**src/rtl/psr_pkg.sv**
```systemverilog
`timescale 1ns / 1ps
// ----------------------------------------------------------------------------
// psr_pkg
// Constants, types and the control store of the page slot replacement block.
// ----------------------------------------------------------------------------
package psr_pkg;

  localparam int SLOTS      = 5;
  localparam int PAGE_BITS  = 9;
  localparam int IDX_BITS   = $clog2(SLOTS);
  localparam int SIDX_BITS  = 3;
  localparam int PROT_BITS  = 4;
  localparam logic [PROT_BITS-1:0] PROT_RESET = 4'd2;

  localparam int IN_TDATA_W  = ((2 * PAGE_BITS + 7) / 8) * 8;
  localparam int OUT_TDATA_W = ((PAGE_BITS + SIDX_BITS + 7) / 8) * 8;
  localparam int OUT_TUSER_W = 4;

  // tuser bit positions of the result flags
  localparam int FLAG_HIT   = 0;
  localparam int FLAG_TOOK  = 1;
  localparam int FLAG_EVICT = 2;
  localparam int FLAG_NOV   = 3;

  localparam int STEP_BITS = 2;
  localparam logic [STEP_BITS-1:0] STEP_WAIT   = 2'd0;
  localparam logic [STEP_BITS-1:0] STEP_SCAN   = 2'd1;
  localparam logic [STEP_BITS-1:0] STEP_DECIDE = 2'd2;

  typedef enum logic [1:0] {
    COND_IN_VALID,
    COND_SCAN_LAST,
    COND_OUT_FREE
  } cond_t;

  typedef struct packed {
    logic                 accept_in;
    logic                 scan;
    logic                 decide;
    cond_t                cond;
    logic [STEP_BITS-1:0] jump;
  } ucode_t;

  // control store: each step holds until its condition is met, then jumps
  function automatic ucode_t ucode_rom(input logic [STEP_BITS-1:0] step);
    ucode_t w;
    unique case (step)
      STEP_WAIT:   w = '{accept_in: 1'b1, scan: 1'b0, decide: 1'b0,
                         cond: COND_IN_VALID, jump: STEP_SCAN};
      STEP_SCAN:   w = '{accept_in: 1'b0, scan: 1'b1, decide: 1'b0,
                         cond: COND_SCAN_LAST, jump: STEP_DECIDE};
      STEP_DECIDE: w = '{accept_in: 1'b0, scan: 1'b0, decide: 1'b1,
                         cond: COND_OUT_FREE, jump: STEP_WAIT};
      default:     w = '{accept_in: 1'b0, scan: 1'b0, decide: 1'b0,
                         cond: COND_OUT_FREE, jump: STEP_WAIT};
    endcase
    return w;
  endfunction

endpackage

```
**src/rtl/page_slot_replacement.sv**
```systemverilog
`timescale 1ns / 1ps
// ----------------------------------------------------------------------------
// page_slot_replacement
// Ring of page buffer slots with hit lookup, empty fill and farthest eviction.
// ----------------------------------------------------------------------------
// a new input word is taken only once the result of the last one is registered;
//   the scan step reads one slot per cycle through the single slot read mux
// reset: all slots empty, ring head 0, protect distance 2, no result pending
module page_slot_replacement (
  input  logic                                clk,
  input  logic                                rst,
  input  logic                                cfg_valid,
  output logic                                cfg_ready,
  input  logic [psr_pkg::PROT_BITS-1:0]       cfg_data,
  input  logic                                s_tvalid,
  output logic                                s_tready,
  // requested_page, displayed_page, zero pad
  input  logic [psr_pkg::IN_TDATA_W-1:0]      s_tdata,
  output logic                                m_tvalid,
  input  logic                                m_tready,
  // victim_page, slot_index, zero pad
  output logic [psr_pkg::OUT_TDATA_W-1:0]     m_tdata,
  // hit, took_empty, evicted, no_victim
  output logic [psr_pkg::OUT_TUSER_W-1:0]     m_tuser
);

  localparam int PB = psr_pkg::PAGE_BITS;
  localparam int IB = psr_pkg::IDX_BITS;
  localparam logic [IB-1:0] LAST_IDX = IB'(psr_pkg::SLOTS - 1);

  logic [psr_pkg::STEP_BITS-1:0] step, step_next;
  psr_pkg::ucode_t               uw;
  logic                          cond_met;

  logic [PB-1:0]                 slot_page [psr_pkg::SLOTS];
  logic [IB-1:0]                 ring_head;
  logic [psr_pkg::PROT_BITS-1:0] protect_distance;

  logic [PB-1:0] req, dis;
  logic [IB-1:0] ptr, cnt;
  logic          have_hit, have_empty, have_best;
  logic [IB-1:0] hit_pos, empty_pos, best_pos;
  logic [PB-1:0] best, best_page;

  logic [PB-1:0] pg, gap, in_req;
  logic          out_free;

  logic [psr_pkg::OUT_TDATA_W-1:0] out_data;
  logic [psr_pkg::OUT_TUSER_W-1:0] out_user;

  assign uw       = psr_pkg::ucode_rom(step);
  assign out_free = !m_tvalid || m_tready;
  assign s_tready = uw.accept_in;
  assign cfg_ready = 1'b1;

  always_comb begin
    unique case (uw.cond)
      psr_pkg::COND_IN_VALID:  cond_met = s_tvalid;
      psr_pkg::COND_SCAN_LAST: cond_met = (cnt == LAST_IDX);
      psr_pkg::COND_OUT_FREE:  cond_met = out_free;
      default:                 cond_met = 1'b0;
    endcase
    step_next = cond_met ? uw.jump : step;
  end

  assign in_req = (s_tdata[PB-1:0] == '0) ? PB'(1) : s_tdata[PB-1:0];
  assign pg     = slot_page[ptr];
  assign gap    = (pg > dis) ? (pg - dis) : (dis - pg);

  always_ff @(posedge clk) begin
    if (rst) begin
      step <= psr_pkg::STEP_WAIT;
    end else begin
      step <= step_next;
    end
  end

  always_ff @(posedge clk) begin
    if (rst) begin
      protect_distance <= psr_pkg::PROT_RESET;
    end else if (cfg_valid) begin
      protect_distance <= cfg_data;
    end
  end

  // scan datapath
  always_ff @(posedge clk) begin
    if (uw.accept_in && s_tvalid) begin
      req        <= in_req;
      dis        <= s_tdata[2*PB-1:PB];
      ptr        <= ring_head;
      cnt        <= '0;
      have_hit   <= 1'b0;
      have_empty <= 1'b0;
      have_best  <= 1'b0;
    end else if (uw.scan) begin
      if (pg == req) begin
        have_hit <= 1'b1;
        hit_pos  <= ptr;
      end
      if (pg == '0) begin
        if (!have_empty) begin
          have_empty <= 1'b1;
          empty_pos  <= ptr;
        end
      end else if (!have_empty && gap > PB'(protect_distance)
                   && (!have_best || gap > best)) begin
        // only slots ahead of the first empty one compete
        have_best <= 1'b1;
        best      <= gap;
        best_pos  <= ptr;
        best_page <= pg;
      end
      ptr <= (ptr == LAST_IDX) ? '0 : ptr + 1'b1;
      cnt <= cnt + 1'b1;
    end
  end

  // slot store and ring head
  always_ff @(posedge clk) begin
    if (rst) begin
      for (int i = 0; i < psr_pkg::SLOTS; i++) begin
        slot_page[i] <= '0;
      end
      ring_head <= '0;
    end else if (uw.decide && out_free && !have_hit) begin
      if (have_empty) begin
        slot_page[empty_pos] <= req;
        ring_head            <= empty_pos;
      end else if (have_best) begin
        slot_page[best_pos] <= req;
      end
    end
  end

  // result word
  always_comb begin
    out_data = '0;
    out_user = '0;
    priority if (have_hit) begin
      out_user[psr_pkg::FLAG_HIT] = 1'b1;
      out_data[PB +: psr_pkg::SIDX_BITS] = psr_pkg::SIDX_BITS'(hit_pos);
    end else if (have_empty) begin
      out_user[psr_pkg::FLAG_TOOK] = 1'b1;
      out_data[PB +: psr_pkg::SIDX_BITS] = psr_pkg::SIDX_BITS'(empty_pos);
    end else if (have_best) begin
      out_user[psr_pkg::FLAG_EVICT] = 1'b1;
      out_data[PB-1:0] = best_page;
      out_data[PB +: psr_pkg::SIDX_BITS] = psr_pkg::SIDX_BITS'(best_pos);
    end else begin
      out_user[psr_pkg::FLAG_NOV] = 1'b1;
    end
  end

  // result register
  always_ff @(posedge clk) begin
    if (rst) begin
      m_tvalid <= 1'b0;
    end else if (uw.decide && out_free) begin
      m_tvalid <= 1'b1;
    end else if (m_tready) begin
      m_tvalid <= 1'b0;
    end
  end

  always_ff @(posedge clk) begin
    if (uw.decide && out_free) begin
      m_tdata <= out_data;
      m_tuser <= out_user;
    end
  end

endmodule

```
**config.mk**
```make
export PLATFORM = sky130hd
export DESIGN_NAME = page_slot_replacement
export DESIGN_NICKNAME = d
export VERILOG_FILES = /design/src/rtl/psr_pkg.sv /design/src/rtl/page_slot_replacement.sv
export SDC_FILE = /design/constraint.sdc
export NUM_CORES = 1
export LEC_CHECK = 0
export ABC_AREA = 1
export BUFFER_PORTS_ARGS = -buffer_cell sky130_fd_sc_hd__buf_2
export CORE_MARGIN = 3
export CORE_UTILIZATION = 40
export DETAILED_ROUTE_END_ITERATION = 10
export PLACE_DENSITY = 0.68
export RECOVER_POWER = 50
export REMOVE_ABC_BUFFERS = 1
export SLEW_MARGIN = 20
export SYNTH_ARGS = -nofsm -noshare
export SYNTH_HDL_FRONTEND = slang
export SYNTH_SLANG_ARGS = --single-unit
```
**constraint.sdc**
```tcl
create_clock -name clk -period 13.2 [get_ports clk]
set_input_delay 2.64 -clock clk [delete_from_list [all_inputs] [get_ports clk]]
set_output_delay 2.64 -clock clk [all_outputs]
set_load 0.005 [all_outputs]
```
==> results of run 1 <==
## power by group through the flow
stage               Clock [mW]  Sequential, mW  Combinational [mW]
CTS                      0.465           0.620               0.604
floorplan                    0           0.631               0.444
global route             0.487           0.625               0.686
global placement             0           0.629               0.588
finish                   0.457           0.619               0.593
detailed placement           0           0.630               0.599
## worst max-delay path by stage
stage,cells past startpoint,start,endpoint,slack (ps)
global placement,11,m_tready,slot_page[7][8]$_DFFE_PP_,7880
floorplan,25,flip-flop,best[0]$_DFFE_PP_,8360
global route,28,flip-flop,best_page[8]$_DFFE_PP_,4610
detailed placement,11,m_tready,slot_page[7][8]$_DFFE_PP_,7800
finish,28,flip-flop,best_page[4]$_DFFE_PP_,5330
CTS,28,flip-flop,best_page[1]$_DFFE_PP_,8030
## state kept, by name, indices dropped and copies added, names as in the netlist, named ones only
signal            cells
m_tvalid              1
best_page             9
slot_page            72
protect_distance      4
best                  9
cnt                   3
ptr                   3
m_tdata              12
ring_head             3
empty_pos             3
have_best             1
have_hit              1
best_pos              3
step                  2
m_tuser               4
have_empty            1
req                   9
hit_pos               3
dis                   9
## cells by family (layout without fill, tap and decap cells)
group                      after synthesis  after routing  share of synthesized area [%]
and+or+nand+nor                        343            343                           19.4
DFF                                    155            155                           57.7
buffers and inverters                  136            187                           7.79
AOI/OAI and AO/OA                      109            109                           8.21
adders and majority gates               35             35                           5.85
xor gates and xnor gates                 6              6                          0.679
other                                    2              5                         0.0971
muxes                                    2              2                          0.275
## area by class of cell
class	instances	area, um2	area share (%)
clock buffers	17	425	4.94
clock inverters	15	131	1.52
inverters	108	408	4.73
multi-input cells	500	2650	30.7
well taps	260	325	3.78
flip-flops and latches	155	4460	51.8
repair buffers	47	214	2.48
## cell usage in the layout, fill, tap and decap left out, types with 3 or more instances in the layout
cell,n
nor2_1,143
inv_2,6
dfxtp_1,19
conb_1,5
nand2_4,4
clkbuf_16,17
o21ai_0,54
nand2_1,137
nand3_1,34
clkbuf_1,20
clkinv_1,3
nor3_1,7
edfxtp_1,136
clkinv_4,6
nand4_1,3
inv_8,3
o21ai_1,3
a21oi_1,22
inv_6,4
nor2_2,3
o21ai_2,4
inv_1,97
o211ai_1,16
buf_2,24
xor2_1,5
ha_1,33
## per-layer routing
metal  global-route usage (%)  vias up
li1                         -     2699
met1                     22.0     2498
met2                     25.2      133
met3                     3.90       21
met4                     5.41        0
met5                        0        -
## per-stage QoR
step | instance area, um2 | hold WS [ps] | worst slack [ps] | util, %
2_1_floorplan | 7560 | 435 | 8360 | -
3_3_place_gp | 8130 | 449 | 7880 | 43.2
3_5_place_dp | 8130 | 453 | 7800 | 43.2
4_1_cts | 8690 | 463 | 8030 | 46.1
5_1_grt | 8620 | 483 | 4610 | 45.8
6_report | 8620 | 466 | 5330 | 45.8
## worst reg2reg max path, delay by kind of cell, from the launching register on
family	cells	cell delay, ps
compound gates	6	1470
xor+xnor	1	170
fa+ha+maj	2	730
simple gates	14	1560
flops	1	310
buf+inv	5	3360
==> impl_results.md, run 1 <==
* Max stage delay on crit path at ~1700 ps
* DR WL/cell at 14.9 um
* FFs w/ async S/R, synth at 0%
* Core Region at about 19000 um2
* WL met2 at about 7500 um
* Yosys top cell by area: edfxtp_1
* CTS buffer count at 17
* Hold Path End: cnt[2]$_SDFFE_PP0P_
* Relative slew slack at -18.1%
* Outcome: complete, but fails checks
* Dpl cells at around 1100
* I/O pin total at 56
* Crit path DAT at roughly 8000 ps
* Flop pwr share at between 30% and 40%
* Sequential share of the synthesized area at 57.7%
* Setup-failing EPs final at 0
* Max-Cap Viols at 2
* Total gr overflow at 0
* Wire length on met3 at 798 um
* Post-CTS Hold Buffers at 0
* Root buffer cell: clkbuf_16
* Critical-path top delay cell: clkinvlp_2
* Synth top area cells: edfxtp_1 53%, nor2_1 6.8%, nand2_1 6.5%
* H-tree depth at 4
* DP Wirelength at approximately 11000 um
* Die ar. at around 21000 um2
* Layout cells sized above 1 at approximately a tenth
* Initial core utilization at a little over 40%
* Top-count cell post-synth: nor2_1
* Drt first-iter violations at ~390
* Most used cell, CP: nand2_1
* Int Power at between 1 and 1.5 mW
* Crit path max-delay family: buffers and inverters
* Worst setup EP type: flip-flop
* Worst R2R Path Depth at 28
* Metal-1 WL at 7840 um
* Crit path launch type: flip-flop
* Max-slew violation count at 57
* Required time worst endpoint at between 10000 and 15000 ps
* Final WL at 16400 um
* Largest net degree at the start of global routing at 38
* CTS Sinks at approximately 160
* Syn Area/Cell at roughly 9.8 um2
* Layout Skew at between 10 and 15 ps
* Clock power frac at ~27%
* Area Growth Syn to Fin at 11.4%
* Ys flop type: edfxtp_1
* Skew-Pair Late Insertion Delay at approximately 440 ps
* Post-Synthesis Cells at slightly below 800
* Die X-Extent at roughly 150 um
* RSZ-0062 raised after global routing: no
* EDFF count, synth at roughly 140
* Filler instances at between 1500 and 2000
* CTS tree: built
* Setup CP Type: reg2reg
* Synth Register Bits at between 150 and 200
* Pleak at approximately 3.7 nW
* R2R Setup Slk at 5330 ps
* Final hold vios at 0
* Hold Path Class: reg2reg
* Gpl congestion at about 0.84
* Synth unique cells at 47
* Syn. warnings at 0
* Post-CTS Resized at 0
* Max frequency at around 130 MHz
* Worst vdd ir at just over 0.1 mV
* Vias at roughly 5400
* Port Buffers at 44
* Post-DRT Antenna Nets at 0
* Failing checks: max-capacitance violations, max-slew violations
* Antenna diodes at 0
* GR Util All Layers at 16.1%
* P per Cell Area at between 150 and 200 nW/um2
* Number of global-route vias before repair at roughly 5000
* Vias per cell at roughly 4.9
* Longest Clk Path Bufs at 2
* Non-filler cells, final at 1102
* Worst path buffer plus inverter count at 5
* Post-Syn Area at between 7000 and 8000 um2
* Synth cell count leaders: 141 x nor2_1, 136 x edfxtp_1, 135 x nand2_1
* Setup TNS at 0 ps
* Gate power share at a little over a third
* NumNets Final at roughly 900
* # rows at 50
* Die Y at 145 um
* Final min period at just under 8000 ps
* First-pass GRT wire length at roughly 26000 um
* Switching Fraction at around 37%
* Hold_sp: cnt[2]$_SDFFE_PP0P_
* Clk slew on worst S/H paths at approximately 70 ps
* Psw at approximately 630 uW
* CP Max Fanout at 37
* # DRC at 0
* Worst Tran Pin Value at ~1800 ps
* Post-CTS Setup Bufs at 0
* Initial DRT Pass Iterations at 5
* Tcrit/Tclk final at between 50% and 60%
* Reg2reg end: best_page[4]$_DFFE_PP_
* Total Power at 1.67 mW
* Initial antenna violation count at 0
* Synth top area share at 52.8%
* Highest metal used: met4
* Hold Path Depth at 2
No activity file was read; power rests on OpenSTA's default activity.
==> run 2: changes to the inputs <==
- clock period: 13.2 -> 7.7 ns (I/O delays scaled with it)
==> run 2 against run 1 <==
Net effect: the run still ends with max-capacitance violations, max-slew violations left; cell count hardly changed; non-clock buffer count is 1 lower; global-route usage is 0.10 points higher; largest cell class unchanged; critical path depth is 1 lower.
==> impl_results.md, run 2 (synthesis results as in run 1) <==
* Pleak at 3.68 nW (+0.42%)
* Worst setup EP type: flip-flop
* CTS buffer count at 17 (unchanged)
* Drt first-iter violations at 417 (+6.1%)
* Vias per cell at 4.96 (+2.1%)
* NumNets Final at 896 (-0.11%)
* Worst path buffer plus inverter count at 4 (-1)
* CP Max Fanout at 33 (-11%)
* Filler instances at 1779 (+1.8%)
* Largest net degree at the start of global routing at 37 (-2.6%)
* CTS tree: built
* Relative slew slack at -20.1% (-2.0 points)
* Die ar. at 21000 um2 (unchanged)
* Area Growth Syn to Fin at 11.8%
* Max-slew violation count at 19 (-67%)
* Clk slew on worst S/H paths at 60 ps (about the same)
* Crit path max-delay family: compound AO/OA/AOI/OAI gates
* Setup CP Type: reg2reg
* DP Wirelength at 11700 um (+1.5%)
* Final min period at 5950 ps (-1920 ps)
* Setup-failing EPs final at 0 (unchanged)
* First-pass GRT wire length at 26600 um (+1.0%)
* P per Cell Area at 337 nW/um2 (+74%)
* Vias at 5460 (+2.0%)
* End of the critical path: best_page[3]$_DFFE_PP_
* I/O pin total at 56 (unchanged)
* Initial antenna violation count at 0 (unchanged)
* # DRC at 0 (unchanged)
* Die X-Extent at 145 um (unchanged)
* Met3 usage at 4.40% (+0.50 points)
* Max reg flops at 72 (unchanged)
* H-tree depth at 4 (unchanged)
* Antenna diodes at 0 (unchanged)
* Worst Slack Setup Final at 1750 ps (-3580 ps)
* Outcome: complete, but fails checks
* Tcrit/Tclk final at 77.3% (+18 points)
* Initial DRT Pass Iterations at 5 (unchanged)
* Final hold vios at 0 (unchanged)
* Worst vdd ir at 0.173 mV (+72%)
* Crit path launch type: flip-flop
* Final WL at 16900 um (+2.9%)
* Initial core utilization at 41.1% (unchanged)
* Gpl congestion at 0.846 (+0.58%)
* Post-CTS Hold Buffers at 0 (unchanged)
* Post-DRT Antenna Nets at 0 (unchanged)
* M1 GR Usage at 22.0% (+0.061 points)
* GR Util All Layers at 16.2% (+0.10 points)
* Worst R2R Path Depth at 27 (-3.6%)
* Dpl ws at 2310 ps (-5490 ps)
* Global-route layer with the greatest usage: met2
* Layout Skew at 11.7 ps (-0.173 ps)
* Crit path DAT at 6110 ps (-1920 ps)
* Port Buffers at 44 (unchanged)
* Max frequency at 168 MHz (+32%)
* Met2 usage at 25.1% (-0.094 points)
* Reg2reg end: best_page[3]$_DFFE_PP_
* Worst Tran Pin Value at 1790 ps (+29.5 ps)
* Total Power at 2.91 mW (+74%)
* RSZ-0062 raised after global routing: no
* R2R Setup Slk at 1750 ps (-3580 ps)
* Hold_sp: protect_distance[2]$_SDFFE_PP0P_
* Hold Path Class: reg2reg
* Core Region at 18800 um2 (unchanged)
* Top flop regs: slot_page x72, m_tdata x12
* Worst path depth at 27 (-3.6%)
* Setup TNS at 0 ps (unchanged)
* Die Y at 145 um (unchanged)
* Root buffer cell: clkbuf_16
* CTS Sinks at 155 (unchanged)
* Commonest non-fill, non-tap cell in the layout: nor2_1
* Max stage delay on crit path at 1130 ps (-530 ps)
* Failing checks: max-capacitance violations, max-slew violations
* Total gr overflow at 0 (unchanged)
* Post-CTS Resized at 0 (unchanged)
* Longest Clk Path Bufs at 2 (unchanged)
* Post-CTS Setup Bufs at 0 (unchanged)
* Most flop-heavy register: slot_page
* Most frequent cells in the layout: 143 x nor2_1, 136 x nand2_1, 136 x edfxtp_1, 94 x inv_1, 54 x o21ai_0
* Number of global-route vias before repair at 5139 (-0.19%)
* DR WL/cell at 15.3 um (+3.0%)
* Max-Cap Viols at 1 (-1)
* Layout cells sized above 1 at 11.3% (+0.73 points)
* Skew-Pair Late Insertion Delay at 430 ps (about the same)
* Critical-path top delay cell: dfxtp_1
* Most used cell, CP: nand2_1
* Required time worst endpoint at 7850 ps (-5510 ps)
* # rows at 50 (unchanged)
## run 2: routing by layer
layer | vias up | share of wire (%)
met1 | 2579 | 46
met4 | 0 | 1.9
met5 | - | 0
li1 | 2682 | -
met3 | 24 | 6.5
met2 | 175 | 46
## run 2: worst min-delay path by stage
stage	to	slack, ps	cells after the start
2_1_floorplan	cnt[2]$_SDFFE_PP0P_	440	2
3_3_place_gp	cnt[2]$_SDFFE_PP0P_	450	2
3_5_place_dp	cnt[2]$_SDFFE_PP0P_	460	2
4_1_cts	cnt[2]$_SDFFE_PP0P_	470	2
5_1_grt	protect_distance[3]$_SDFFE_PP0P_	490	2
6_report	protect_distance[2]$_SDFFE_PP0P_	470	2
## run 2: power by group
group          internal (mW)  switching, mW  total [mW]
logic                  0.345          0.680        1.03
registers               1.03         0.0546        1.08
clock network          0.477          0.331       0.807
## run 2: stage by stage
stage                     hold slack (ps)  std cells  area (um2)  util, %
after detailed placement              462       1069        8130     43.1
after global placement                447       1069        8120     43.1
after global routing                  494       1101        8650     46.0
after floorplan                       435        763        7560        -
final                                 474       1101        8650     46.0
after CTS                             473       1101        8710     46.2
## run 2: area by class of cell
cell class / instances / area, um2 / share of cell area [%]
well taps: 260 / 325 / 3.76
flip-flops and latches: 155 / 4460 / 51.6
clock buffers: 23 / 522 / 6.03
repair buffers: 46 / 215 / 2.49
multi-input cells: 500 / 2660 / 30.7
clock inverters: 9 / 58.8 / 0.680
inverters: 108 / 409 / 4.73
## run 2: worst reg2reg max path: stages, from the launching register on
cell and delay [ps]:
dfxtp_1 1130, inv_1 330, nor2_1 200, o21ai_0 90
nand2_1 70, inv_1 30, o21ai_0 480, ha_1 450
a21oi_2 250, nand2_1 80, nand2_1 70, nand3_2 80
nand2_1 310, nand2_1 80, o21ai_0 110, xor2_1 170
inv_1 100, ha_1 310, a21oi_1 140, o21ai_0 90
and2_1 130, o21ai_0 280, nand2_1 100, nor2_1 120
nand2_1 90, nand2_1 110, a21oi_2 40, buf_4 230
